==> config.mk <==
export PLATFORM = sky130hd
export DESIGN_NAME = stream_find_replace_top
export DESIGN_NICKNAME = d
export VERILOG_FILES = /design/src/rtl/core/sfr_pkg.sv /design/src/rtl/core/sfr_win_cell.sv /design/src/rtl/core/sfr_slot_cell.sv /design/src/rtl/core/stream_find_replace_top.sv
export SDC_FILE = /design/constraint.sdc
export NUM_CORES = 1
export LEC_CHECK = 0
export ABC_AREA = 1
export BUFFER_PORTS_ARGS = -buffer_cell sky130_fd_sc_hd__buf_2
export CORE_MARGIN = 3
export CORE_UTILIZATION = 45
export DETAILED_ROUTE_END_ITERATION = 8
export GPL_ROUTABILITY_DRIVEN = 0
export PLACE_DENSITY = 0.62
export SETUP_SLACK_MARGIN = 0.2
export SYNTH_ARGS = -nofsm -noshare
export SYNTH_HDL_FRONTEND = slang
export SYNTH_SLANG_ARGS = --single-unit
==> constraint.sdc <==
create_clock -name clk -period 4.9 [get_ports clk]
set_clock_uncertainty 0.2 [all_clocks]
set_input_delay 0.49 -clock clk [delete_from_list [all_inputs] [get_ports clk]]
set_output_delay 0.49 -clock clk [all_outputs]
set_load 0.02 [all_outputs]
==> src/rtl/core/sfr_pkg.sv <==
// Shared types and constants for the streaming find-and-replace block.
// No dependencies; imported by every module under rtl/core.
`timescale 1ns / 1ps

package sfr_pkg;

  localparam int BYTE_W     = 8;
  localparam int LEN_W      = 4;
  localparam int CFG_ADDR_W = 2;
  localparam int CFG_DATA_W = 64;

  typedef enum logic [CFG_ADDR_W-1:0] {
    REG_PATTERN_BYTES     = 2'd0,
    REG_PATTERN_LENGTH    = 2'd1,
    REG_REPLACEMENT_BYTES = 2'd2,
    REG_REPLACEMENT_LEN   = 2'd3
  } cfg_reg_e;

  // one result item as it moves toward the output
  typedef struct packed {
    logic [BYTE_W-1:0] data;
    logic              valid;
    logic              last;
  } result_t;

  // per-cell controls of the pending window
  typedef struct packed {
    logic en;      // item transfer this cycle
    logic ins;     // incoming byte lands in this cell
    logic shift;   // window drops its oldest byte
    logic active;  // cell index below pattern length
  } win_ctl_t;

  // per-cell controls of the result queue
  typedef struct packed {
    logic load;
    logic shift;
  } slot_ctl_t;

endpackage

==> src/rtl/core/sfr_win_cell.sv <==
// One byte of the pending window with its pattern comparator.
// Depends on sfr_pkg; instantiated in a row by stream_find_replace_top.
`timescale 1ns / 1ps

module sfr_win_cell import sfr_pkg::*; (
  input  logic              clk,
  input  win_ctl_t          ctl,
  input  logic [BYTE_W-1:0] text_byte,
  input  logic [BYTE_W-1:0] nb_byte,
  input  logic [BYTE_W-1:0] pat_byte,
  input  logic              eq_in,
  output logic [BYTE_W-1:0] cur_byte,
  output logic              eq_out
);

  logic [BYTE_W-1:0] stored;

  // window contents as seen after the incoming byte is placed
  assign cur_byte = ctl.ins ? text_byte : stored;
  assign eq_out   = eq_in & (!ctl.active | (cur_byte == pat_byte));

  always_ff @(posedge clk) begin
    if (ctl.en) begin
      stored <= ctl.shift ? nb_byte : cur_byte;
    end
  end

endmodule

==> src/rtl/core/sfr_slot_cell.sv <==
// One slot of the result queue; slots shift toward the output register.
// Depends on sfr_pkg; instantiated in a row by stream_find_replace_top.
`timescale 1ns / 1ps

module sfr_slot_cell import sfr_pkg::*; (
  input  logic      clk,
  input  slot_ctl_t ctl,
  input  result_t   load_val,
  input  result_t   nb_val,
  output result_t   held
);

  always_ff @(posedge clk) begin
    if (ctl.load) begin
      held <= load_val;
    end else if (ctl.shift) begin
      held <= nb_val;
    end
  end

endmodule

==> src/rtl/core/stream_find_replace_top.sv <==
// Streaming find-and-replace: window cells, result queue cells, output register.
// Depends on sfr_pkg, sfr_win_cell and sfr_slot_cell.
//
//   port group  dir  flow control       payload
//   in          in   in_valid/in_stall  text_byte, byte_present, end_of_text
//   res         out  res_valid/res_stall out_byte, out_valid, out_last
//   cfg         in   cfg_write          cfg_addr, cfg_data
//
// An item is taken in the cycle it arrives when it yields at most one result and
// the output drains: one item per cycle. An item with more results (match expansion
// or end-of-text flush) fills the result queue and holds in_stall high while the
// queue drains through the output register.
// in_stall comes from registered queue state only; res_stall backs up the queue.
// Reset clears the window count, the queue and the output valid; registers
// return to their defaults (pattern length one, empty replacement).
`timescale 1ns / 1ps

module stream_find_replace_top import sfr_pkg::*; #(
  parameter int PATTERN_MAX = 8,
  parameter int REPLACE_MAX = 8
) (
  input  logic                  clk,
  input  logic                  rst,
  input  logic                  in_valid,
  output logic                  in_stall,
  input  logic [BYTE_W-1:0]     text_byte,
  input  logic                  byte_present,
  input  logic                  end_of_text,
  output logic                  res_valid,
  input  logic                  res_stall,
  output logic [BYTE_W-1:0]     out_byte,
  output logic                  out_valid,
  output logic                  out_last,
  input  logic                  cfg_write,
  input  logic [CFG_ADDR_W-1:0] cfg_addr,
  input  logic [CFG_DATA_W-1:0] cfg_data
);

  localparam int RES_MAX   = (PATTERN_MAX > REPLACE_MAX) ? PATTERN_MAX : REPLACE_MAX;
  localparam int CNT_W     = $clog2(PATTERN_MAX + 1);
  localparam int RCNT_W    = $clog2(RES_MAX + 1);
  localparam int REP_STORE = (REPLACE_MAX > 0) ? REPLACE_MAX : 1;

  // configuration
  logic [BYTE_W*PATTERN_MAX-1:0] pat_bytes;
  logic [LEN_W-1:0]              pat_len_reg;
  logic [BYTE_W*REP_STORE-1:0]   rep_bytes;
  logic [LEN_W-1:0]              rep_len_reg;

  logic [CNT_W-1:0]  plen;
  logic [RCNT_W-1:0] rlen;

  // window state
  logic [CNT_W-1:0]  win_cnt;
  logic [CNT_W-1:0]  win_cnt_next;
  logic [CNT_W-1:0]  cv;
  logic [BYTE_W-1:0] cur [PATTERN_MAX];
  logic              eq  [PATTERN_MAX+1];

  // result queue and output register
  logic [RCNT_W-1:0] burst_cnt;
  logic [RCNT_W-1:0] burst_cnt_next;
  result_t           res  [RES_MAX+1];
  result_t           slot [RES_MAX];
  slot_ctl_t         sctl;

  logic              accept;
  logic              full;
  logic              hit;
  logic              out_free;
  logic [RCNT_W-1:0] n_res;
  logic [RCNT_W-1:0] n_eff;
  logic              out_load;
  result_t           out_next;

  // ---------------------------------------------------------------- config
  always_ff @(posedge clk) begin
    if (rst) begin
      pat_bytes   <= '0;
      pat_len_reg <= LEN_W'(1);
      rep_bytes   <= '0;
      rep_len_reg <= '0;
    end else if (cfg_write) begin
      case (cfg_reg_e'(cfg_addr))
        REG_PATTERN_BYTES:     pat_bytes   <= cfg_data[BYTE_W*PATTERN_MAX-1:0];
        REG_PATTERN_LENGTH:    pat_len_reg <= cfg_data[LEN_W-1:0];
        REG_REPLACEMENT_BYTES: rep_bytes   <= cfg_data[BYTE_W*REP_STORE-1:0];
        REG_REPLACEMENT_LEN:   rep_len_reg <= cfg_data[LEN_W-1:0];
        default: ;
      endcase
    end
  end

  always_comb begin
    if (pat_len_reg == '0) begin
      plen = CNT_W'(1);
    end else if (pat_len_reg > LEN_W'(PATTERN_MAX)) begin
      plen = CNT_W'(PATTERN_MAX);
    end else begin
      plen = pat_len_reg[CNT_W-1:0];
    end
    if (rep_len_reg > LEN_W'(REPLACE_MAX)) begin
      rlen = RCNT_W'(REPLACE_MAX);
    end else begin
      rlen = RCNT_W'(rep_len_reg);
    end
  end

  // ---------------------------------------------------------------- window
  assign accept = in_valid && !in_stall;
  assign cv     = byte_present ? win_cnt + CNT_W'(1) : win_cnt;
  assign full   = byte_present && (cv == plen);
  assign hit    = full && eq[PATTERN_MAX];
  assign eq[0]  = 1'b1;

  genvar i;
  generate
    for (i = 0; i < PATTERN_MAX; i++) begin : g_win
      win_ctl_t          wctl;
      logic [BYTE_W-1:0] nb;

      assign wctl.en     = accept;
      assign wctl.ins    = byte_present && (win_cnt == CNT_W'(i));
      assign wctl.shift  = full && !hit;
      assign wctl.active = plen > CNT_W'(i);

      if (i == PATTERN_MAX - 1) begin : g_end
        assign nb = cur[i];
      end else begin : g_mid
        assign nb = cur[i+1];
      end

      sfr_win_cell u_cell (
        .clk       (clk),
        .ctl       (wctl),
        .text_byte (text_byte),
        .nb_byte   (nb),
        .pat_byte  (pat_bytes[BYTE_W*i +: BYTE_W]),
        .eq_in     (eq[i]),
        .cur_byte  (cur[i]),
        .eq_out    (eq[i+1])
      );
    end
  endgenerate

  always_comb begin
    if (cfg_write && (cfg_reg_e'(cfg_addr) == REG_PATTERN_LENGTH)) begin
      win_cnt_next = '0;
    end else if (accept) begin
      if (end_of_text || hit) begin
        win_cnt_next = '0;
      end else if (full) begin
        win_cnt_next = cv - CNT_W'(1);
      end else begin
        win_cnt_next = cv;
      end
    end else begin
      win_cnt_next = win_cnt;
    end
  end

  always_ff @(posedge clk) begin
    if (rst) begin
      win_cnt <= '0;
    end else begin
      win_cnt <= win_cnt_next;
    end
  end

  // ---------------------------------------------------------------- results
  // a match emits the replacement; otherwise the window itself is the source
  always_comb begin
    if (hit) begin
      n_res = rlen;
    end else if (end_of_text) begin
      n_res = RCNT_W'(cv);
    end else if (full) begin
      n_res = RCNT_W'(1);
    end else begin
      n_res = '0;
    end
    // end with nothing left still gives one empty result
    n_eff = (end_of_text && (n_res == '0)) ? RCNT_W'(1) : n_res;
  end

  genvar k;
  generate
    for (k = 0; k < RES_MAX; k++) begin : g_res
      logic [BYTE_W-1:0] rep_b;
      logic [BYTE_W-1:0] win_b;

      if (k < REPLACE_MAX) begin : g_rep
        assign rep_b = rep_bytes[BYTE_W*k +: BYTE_W];
      end else begin : g_norep
        assign rep_b = '0;
      end

      if (k < PATTERN_MAX) begin : g_w
        assign win_b = cur[k];
      end else begin : g_now
        assign win_b = '0;
      end

      assign res[k].data  = (n_res == '0) ? '0 : (hit ? rep_b : win_b);
      assign res[k].valid = n_res != '0;
      assign res[k].last  = end_of_text && (RCNT_W'(k) == n_eff - RCNT_W'(1));
    end
  endgenerate

  assign res[RES_MAX] = '0;

  // ---------------------------------------------------------------- queue
  assign in_stall   = burst_cnt != '0;
  assign out_free   = !res_valid || !res_stall;
  assign sctl.shift = out_free && (burst_cnt != '0);
  assign sctl.load  = accept;

  genvar j;
  generate
    for (j = 0; j < RES_MAX; j++) begin : g_slot
      result_t ld;
      result_t nb;

      // first result goes straight to the output register when it is free
      assign ld = out_free ? res[j+1] : res[j];

      if (j == RES_MAX - 1) begin : g_end
        assign nb = '0;
      end else begin : g_mid
        assign nb = slot[j+1];
      end

      sfr_slot_cell u_slot (
        .clk      (clk),
        .ctl      (sctl),
        .load_val (ld),
        .nb_val   (nb),
        .held     (slot[j])
      );
    end
  endgenerate

  always_comb begin
    burst_cnt_next = burst_cnt;
    out_load       = 1'b0;
    out_next       = res[0];
    if (sctl.shift) begin
      burst_cnt_next = burst_cnt - RCNT_W'(1);
      out_load       = 1'b1;
      out_next       = slot[0];
    end else if (accept && (n_eff != '0)) begin
      if (out_free) begin
        burst_cnt_next = n_eff - RCNT_W'(1);
        out_load       = 1'b1;
      end else begin
        burst_cnt_next = n_eff;
      end
    end
  end

  always_ff @(posedge clk) begin
    if (rst) begin
      burst_cnt <= '0;
      res_valid <= 1'b0;
    end else begin
      burst_cnt <= burst_cnt_next;
      if (out_free) begin
        res_valid <= out_load;
      end
    end
  end

  always_ff @(posedge clk) begin
    if (out_free && out_load) begin
      out_byte  <= out_next.data;
      out_valid <= out_next.valid;
      out_last  <= out_next.last;
    end
  end

  // ---------------------------------------------------------------- checks
  a_queue_behind_out: assert property (@(posedge clk) disable iff (rst)
    (burst_cnt != '0) |-> res_valid)
    else $error("result queue holds data while output register is empty");

  a_queue_bound: assert property (@(posedge clk) disable iff (rst)
    burst_cnt <= RCNT_W'(RES_MAX))
    else $error("result queue count out of range");

  a_window_short: assert property (@(posedge clk) disable iff (rst)
    win_cnt < plen)
    else $error("pending window reached pattern length");

  a_end_clears: assert property (@(posedge clk) disable iff (rst)
    (accept && end_of_text) |=> (win_cnt == '0))
    else $error("window not empty after end of text");

endmodule

# ---- Word-level counts from Yosys, hierarchy flattened
# Index checks and enable logic that the tools add are counted.
dict set report classes {
  add_sub_neg 4
  magnitude_cmp 10
  n_eq_ne 26
  n_mux 72
  bitwise 15
  n_reduce_logical 54
}
# op count
set op_table {}
lappend op_table {{2-to-1 mux 10 bit} 25}
lappend op_table {{2-to-1 mux 8 bit} 31}
lappend op_table {{== test 8 bit} 8}
lappend op_table {{2-to-1 mux 4 bit} 12}
lappend op_table {{logical AND 1 bit} 25}
lappend op_table {{== test 3 x 4 -> 1 bit, first input constant} 4}
lappend op_table {{== test 4 x 3 -> 1 bit, second input constant} 4}
lappend op_table {{greater-than comparator 4 x 3 -> 1 bit, second input constant} 4}
lappend op_table {{logical NOT 4 bit} 4}
lappend op_table {{logical NOT 1 bit} 12}
lappend op_table {{nonzero test 4 bit} 3}
lappend op_table {{subtractor 4 x 1 -> 4 bit, second input constant} 3}
lappend op_table {{== test 2 x 4 -> 1 bit, first input constant} 2}
lappend op_table {{== test 4 x 2 -> 1 bit, second input constant} 2}
lappend op_table {{greater-than comparator 4 x 1 -> 1 bit, second input constant} 2}
lappend op_table {{greater-than comparator 4 x 2 -> 1 bit, second input constant} 2}
lappend op_table {{greater-than comparator 4 bit, second input constant} 2}
lappend op_table {{OR 1 bit} 8}
lappend op_table {{AND reduction 2 bit} 4}
lappend op_table {{AND 1 bit} 7}
lappend op_table {{adder 4 x 1 -> 4 bit, second input constant} 1}
lappend op_table {{== test 1 x 4 -> 1 bit, first input constant} 1}
lappend op_table {{== test 2 bit, second input constant} 2}
lappend op_table {{== test 4 x 1 -> 1 bit, second input constant} 1}
lappend op_table {{7 further kinds} 12}
dict set report totals {
  register_bits 299
  input_bits 81
  out_inout_bits 12
  wordCells 223
}

# ---- Depth between registers and ports, before layout
dict set report logic_depth {
  word_depth 23
  depth_mapped 30
}

# ---- Cells and area by module
# From an unflattened synthesis, not the netlist that was laid out.
dict set report hier_totals {
  cells_unflattened 2279
  area_unflattened_um2 16769.8
}
# module instances cells_each area_per_inst_um2
set by_module_without_submodules {}
lappend by_module_without_submodules {stream_find_replace_top 1 1191 7991.4}
lappend by_module_without_submodules {sfr_win_cell 8 93 663.1}
lappend by_module_without_submodules {sfr_slot_cell 8 43 434.2}

# ---- Least setup slack after synthesis
# OpenSTA, ideal clock, no wires.
dict set report synth_path {
  path_kind {reg2reg}
  startpoint {register burst_cnt[0]}
  endpoint {register out_byte[0], enable pin}
  setup_ns 0.377
  arrival_time_ns 3.973
  required_time_ns 4.323
  setup_slack_ns 0.350
  stages_incl_launch_ff 12
  synth_period_minus_slack_ns 4.550
  cell_sequence {dfxtp_1 -> inv_1 -> ha_1 -> inv_1 -> nor2_1 -> nand2_1 -> inv_1 -> nor2_1 -> inv_1 -> nand2_1 -> nand2_1 -> nor2_1}
}
dict set report synth_via {
  elab_chain_len 7
  word_cells_on_any_way 8
  cone_classes {2 x mux; 6 x reduce/logical}
}
# element line_no
set synth_rtl {}
lappend synth_rtl {{start: declaration} stream_find_replace_top.sv:61} ;# logic [RCNT_W-1:0] burst_cnt;
lappend synth_rtl {{start signal: assignment} stream_find_replace_top.sv:266} ;# burst_cnt <= burst_cnt_next;
lappend synth_rtl {{nonzero test 4 bit (*)} stream_find_replace_top.sv:213} ;# assign in_stall = burst_cnt != '0;
lappend synth_rtl {{net in_stall} stream_find_replace_top.sv:25} ;# output logic in_stall,
lappend synth_rtl {{logical NOT 1 bit} stream_find_replace_top.sv:110} ;# assign accept = in_valid && !in_stall;
lappend synth_rtl {{logical AND 1 bit} stream_find_replace_top.sv:110}
lappend synth_rtl {{logical AND 1 bit} stream_find_replace_top.sv:251} ;# end else if (accept && (n_eff != '0)) begin
lappend synth_rtl {{2-to-1 mux 1 bit} stream_find_replace_top.sv:251}
lappend synth_rtl {{2-to-1 mux 1 bit (*)} stream_find_replace_top.sv:247} ;# if (sctl.shift) begin
lappend synth_rtl {{logical AND 1 bit (*)} stream_find_replace_top.sv:274} ;# if (out_free && out_load) begin
lappend synth_rtl {{end signal: assignment} stream_find_replace_top.sv:275} ;# out_byte <= out_next.data;
lappend synth_rtl {{end: declaration} stream_find_replace_top.sv:31} ;# output logic [BYTE_W-1:0] out_byte,
# Mark *: on every way through the listed nets, which the timed path passes. The rest lies on a longest branch.
# A chain may end at the register's enable or synchronous reset.

# ---- Worst setup path in the final report
dict set report layout_path {
  startpoint {register win_cnt[0]}
  endpoint {register out_valid, enable pin}
}
dict set report layout_via {
  elab_chain_len 22
  word_cells_on_any_way 63
  cone_classes {1 x add/sub; 16 x eq/ne; 15 x mux; 15 x bitwise; 16 x reduce/logical}
}
# element line_no
set layout_rtl {}
lappend layout_rtl {{start: declaration} stream_find_replace_top.sv:54} ;# logic [CNT_W-1:0] win_cnt;
lappend layout_rtl {{start signal: assignment} stream_find_replace_top.sv:166} ;# win_cnt <= win_cnt_next;
lappend layout_rtl {{== test 4 x 1 -> 1 bit or logical NOT 4 bit (tied branches)} stream_find_replace_top.sv:123} ;# assign wctl.ins = byte_present && (win_cnt == CNT_W'(i));
lappend layout_rtl {{logical AND 1 bit} stream_find_replace_top.sv:123}
lappend layout_rtl {{2-to-1 mux 8 bit} sfr_win_cell.sv:19} ;# assign cur_byte = ctl.ins ? text_byte : stored;
lappend layout_rtl {{== test 8 bit} sfr_win_cell.sv:20} ;# assign eq_out = eq_in & (!ctl.active | (cur_byte == pat_byte));
lappend layout_rtl {{OR 1 bit} sfr_win_cell.sv:20}
lappend layout_rtl {{AND 1 bit (7 in a row)} sfr_win_cell.sv:20}
lappend layout_rtl {{logical AND 1 bit} stream_find_replace_top.sv:113} ;# assign hit = full && eq[PATTERN_MAX];
lappend layout_rtl {{2-to-1 mux 4 bit (*)} stream_find_replace_top.sv:173} ;# if (hit) begin
lappend layout_rtl {{logical NOT 4 bit} stream_find_replace_top.sv:183} ;# n_eff = (end_of_text && (n_res == '0)) ? RCNT_W'(1) : n_res;
lappend layout_rtl {{logical AND 1 bit} stream_find_replace_top.sv:183}
lappend layout_rtl {{2-to-1 mux 4 bit (*)} stream_find_replace_top.sv:183}
lappend layout_rtl {{nonzero test 4 bit (*)} stream_find_replace_top.sv:251}
lappend layout_rtl {{logical AND 1 bit (*)} stream_find_replace_top.sv:251}
lappend layout_rtl {{2-to-1 mux 1 bit (*)} stream_find_replace_top.sv:251}
lappend layout_rtl {{2-to-1 mux 1 bit (*)} stream_find_replace_top.sv:247}
lappend layout_rtl {{logical AND 1 bit (*)} stream_find_replace_top.sv:274}
lappend layout_rtl {{end signal: assignment} stream_find_replace_top.sv:276} ;# out_valid <= out_next.valid;
lappend layout_rtl {{end: declaration} stream_find_replace_top.sv:32} ;# output logic out_valid,
# Mark *: on every way between the ends. The rest lies on a longest branch, timed or not.

==> key figures <==
Logic synthesis
  – Async set-or-reset flop fraction in the synthesized netlist: 0%
  – Synth top area cells: edfxtp_1 (30%), dfxtp_1 (19%), nand2_1 (16%)
  – Yosys cell types: 34
  – Cell count after synthesis: approximately 2100
  – Main flop type after synthesis: edfxtp_1
  – Avg Cell Area, Syn: approximately 7.4 um2
  – Ys Warns: 0
  – Post-synthesis compound-gate area fraction: between 10% and 20%
  – Post-Synth Simple-Gate Area: approximately a quarter
  – Adder-Cell Fraction of Synth Area: 0.8836%
  – Seq/Total Area, Yosys: roughly 48%
  – XOR/XNOR share of the synthesized area: 0.7872%
  – Mux contribution to synthesized area: 0%
  – Largest family of logic cells by synthesized area: simple AND/OR/NAND/NOR gates
  – Dominant cell type by area after synthesis: edfxtp_1
  – Mapped cell area: around 0.016 mm2
  – Count of flip-flops with a built-in enable after synthesis: approximately 150
  – Yosys top cell area share: between 20% and 30%
  – FF+latch count, synth: about 300
  – Syn nets: approximately 2200

Floorplanning
  – Std-Cell Rows: 67
  – DIE WIDTH: slightly below 200 um
  – Top Ports: 93
  – Chip Height: between 150 and 200 um
  – Initial Util: 46.11%
  – Die area: around 0.037 mm2
  – Core footprint: approximately 0.034 mm2

Clock network
  – Clock Sinks: roughly 300
  – CTS clk-pin slew, worst paths: about 0.060 ns
  – Max Buffers Root-to-Sink: 3
  – CTS HTree Levels: 2
  – Inserted Clock Buffers: 34
  – Hold_buf cts: 0
  – Root Buffer: clkbuf_16
  – CTS tree: done
  – Worst-Skew Late Latency: between 0.5 and 0.6 ns

Critical path
  – Reg-to-reg setup timing slack: 0.39 ns
  – Delay of the slowest cell on the worst path: 0.38 ns
  – Critical Path Fanout Max: 9
  – Slowest CP cell: dfxtp_2
  – CP endpoint kind: flip-flop
  – R2r startpoint: win_cnt[0]
  – CP Class: reg -> reg
  – FF-to-FF path depth: 28
  – WP data arrival: 4.53 ns
  – Worst setup SP type: flip-flop
  – Critical Path End: out_valid
  – R2r endpoint: out_valid
  – Cell repeated most along the worst path: nand2_1
  – Req. time, crit path: 4.92 ns
  – Crit path launch: win_cnt[0]

Drt
  – WL per Instance: approximately 19 um
  – Post-DRT Antenna Nets: 0
  – Vias after detailed routing: about 15000
  – DRC Markers: 0
  – First-pass iteration count of the detailed router: 6
  – Wirelength, routed: between 50 and 60 mm
  – Vias per inst: 5.489
  – Detailed router's first-iteration violation count: roughly 1700

Timing
  – Setup TNS: 0 ns
  – Post-route minimum period: 4.513 ns
  – RSZ-0062 raised after global routing: no
  – Final Hold Fails: 0
  – Final slew viol count: 0
  – Fmax: approximately 0.22 GHz
  – Fin Hold WS: ~0.0064 ns
  – Rel. slew slack: around 31%
  – Final setup fails: 0
  – Worst-Margin Slew: roughly 1.0 ns
  – Tcrit/Tclk final: 92.10%

Cells and area
  – Fin nets: around 2300
  – Fin cells: 2669
  – Design Area, Final: 0.01790 mm2
  – Layout cell share with drive strength beyond 1: 11.75%
  – P&R area growth vs syn: 14.94%
  – # diodes: 0
  – Max FFs per register: 80
  – Most flop-heavy register: g_slot.u_slot.held
  – Layout filler cell count: roughly 3300

Place
  – DP HPWL: 36.29 mm
  – Placed cell areas: between 0.015 and 0.02 mm2
  – Placed instance count: about 2600
  – Port bufs: 92

Power and ir drop
  – Leakage power: 7.912 nW
  – Power density cells: around 550 mW/mm2
  – VDD IR-drop max: about 630 uV

Global routing
  – First-pass GRT wire length: about 76 mm
  – Initial antenna violation count: 0
  – Vias in the first global route: 13253
  – GRT overflow: 0
  – Global Route Usage Sum: between 20 and 30%
  – Largest net degree at the start of global routing: 128

Worst hold path
  – Hold Crit Class: in -> reg

Run
  – Max cap viols: 0

Status
  – Outcome: complete, no violations
-- worst min-delay path by stage --
stage	startpoint	end	cells past startpoint
finish	cfg_data[21]	pat_bytes[21]	3
global placement	rep_bytes[14]	rep_bytes[14]	2
CTS	cfg_data[21]	pat_bytes[21]	3
detailed placement	rep_bytes[14]	rep_bytes[14]	2
global route	cfg_data[14]	pat_bytes[14]	3
floorplan	rep_bytes[10]	rep_bytes[10]	2
-- layer usage --
metal	track usage, %	vias to the layer above	wire (um)
met5	0	-	0
met2	43.35	658	23140
li1	-	7079	-
met1	37.65	6810	22100
met3	4.034	102	4289
met4	9.078	0	1740
-- stage by stage --
step / power [mW] / utilization, % / worst slack, ns
2_1_floorplan: 6.055 / - / 0.3505
3_3_place_gp: 7.145 / 48.87 / 0.2413
3_5_place_dp: 7.184 / 48.87 / 0.1316
4_1_cts: 9.686 / 52.17 / 0.2150
5_1_grt: 10.33 / 52.99 / 0.1133
6_report: 9.779 / 52.99 / 0.3869
-- cells by family after synthesis --
logic type / count (synthesis)
and+or+nand+nor: 986
buffers and inverters: 334
xor gates and xnor gates: 14
AOI/OAI and AO/OA: 469
adders and majority gates: 11
DFF: 299
-- what timing repair did --
| action | CTS | global route |
|---|---|---|
| gates cloned | 0 | 2 |
| setup endpoints to repair | 15 | 31 |
| pin swaps | 0 | 8 |
| resized for setup | 6 | 23 |
| setup buffers | 2 | 20 |
-- final cells by class --
class                           instances  area [um2]  share of cell area, %
Multi-Input combinational cell       1482        6863                  38.33
Sequential cell                       299        7528                  42.05
Clock buffer                           54        1042                  5.822
Tap cell                              448       560.5                  3.131
Inverter                              227       860.8                  4.808
Timing Repair Buffer                  152        1012                  5.654
Clock inverter                          7       36.28                 0.2027
-- Yosys cell counts, types with 2 or more instances --
cell type and number:
nand2_1 672, o21ai_0 278, inv_1 218, edfxtp_1 154, dfxtp_1 145, nor2_1 135
a21oi_1 130, nand3_1 122, clkbuf_1 69, o21ai_1 32, buf_2 25, nand3b_1 21
xor2_1 14, ha_1 11, nand2_2 11, a31oi_1 9, o211ai_1 9, a22o_1 7
inv_2 7, nand4_1 7, buf_1 6, nor2_2 6, buf_4 5, nor3_1 5
nor2_4 4, buf_6 2, clkinv_1 2
-- critical path: cells and delay by family, from the launching register on --
kind                     cells  cell delay [ns]
flip-flops                   1             0.38
adder cells (fa/ha/maj)      2             0.48
AND/OR/NAND/NOR             20             2.36
buffers and inverters        6             0.77
-- where the power goes --
| group | internal [mW] | switching, mW |
|---|---|---|
| clock network | 1.46 | 1.02 |
| logic | 1.01 | 2.40 |
| registers | 3.64 | 0.243 |
| total | 6.11 | 3.67 |
-- cell usage in the layout (no fill, tap or decap), drive strengths merged --
cell type,count
nand2,686
o21ai,310
inv,224
edfxtp,154
buf,151
dfxtp,145
nor2,145
a21oi,130
nand3,123
clkbuf,55
nand3b,21
xor2,14
ha,11
a31oi,9
o211ai,9
clkinv,8
nand4,7
a22o,7
nor3,5
clkinvlp,2
or2,1
a21boi,1
o22ai,1
a211oi,1
o221ai,1
(Power assumes the default switching activity.)
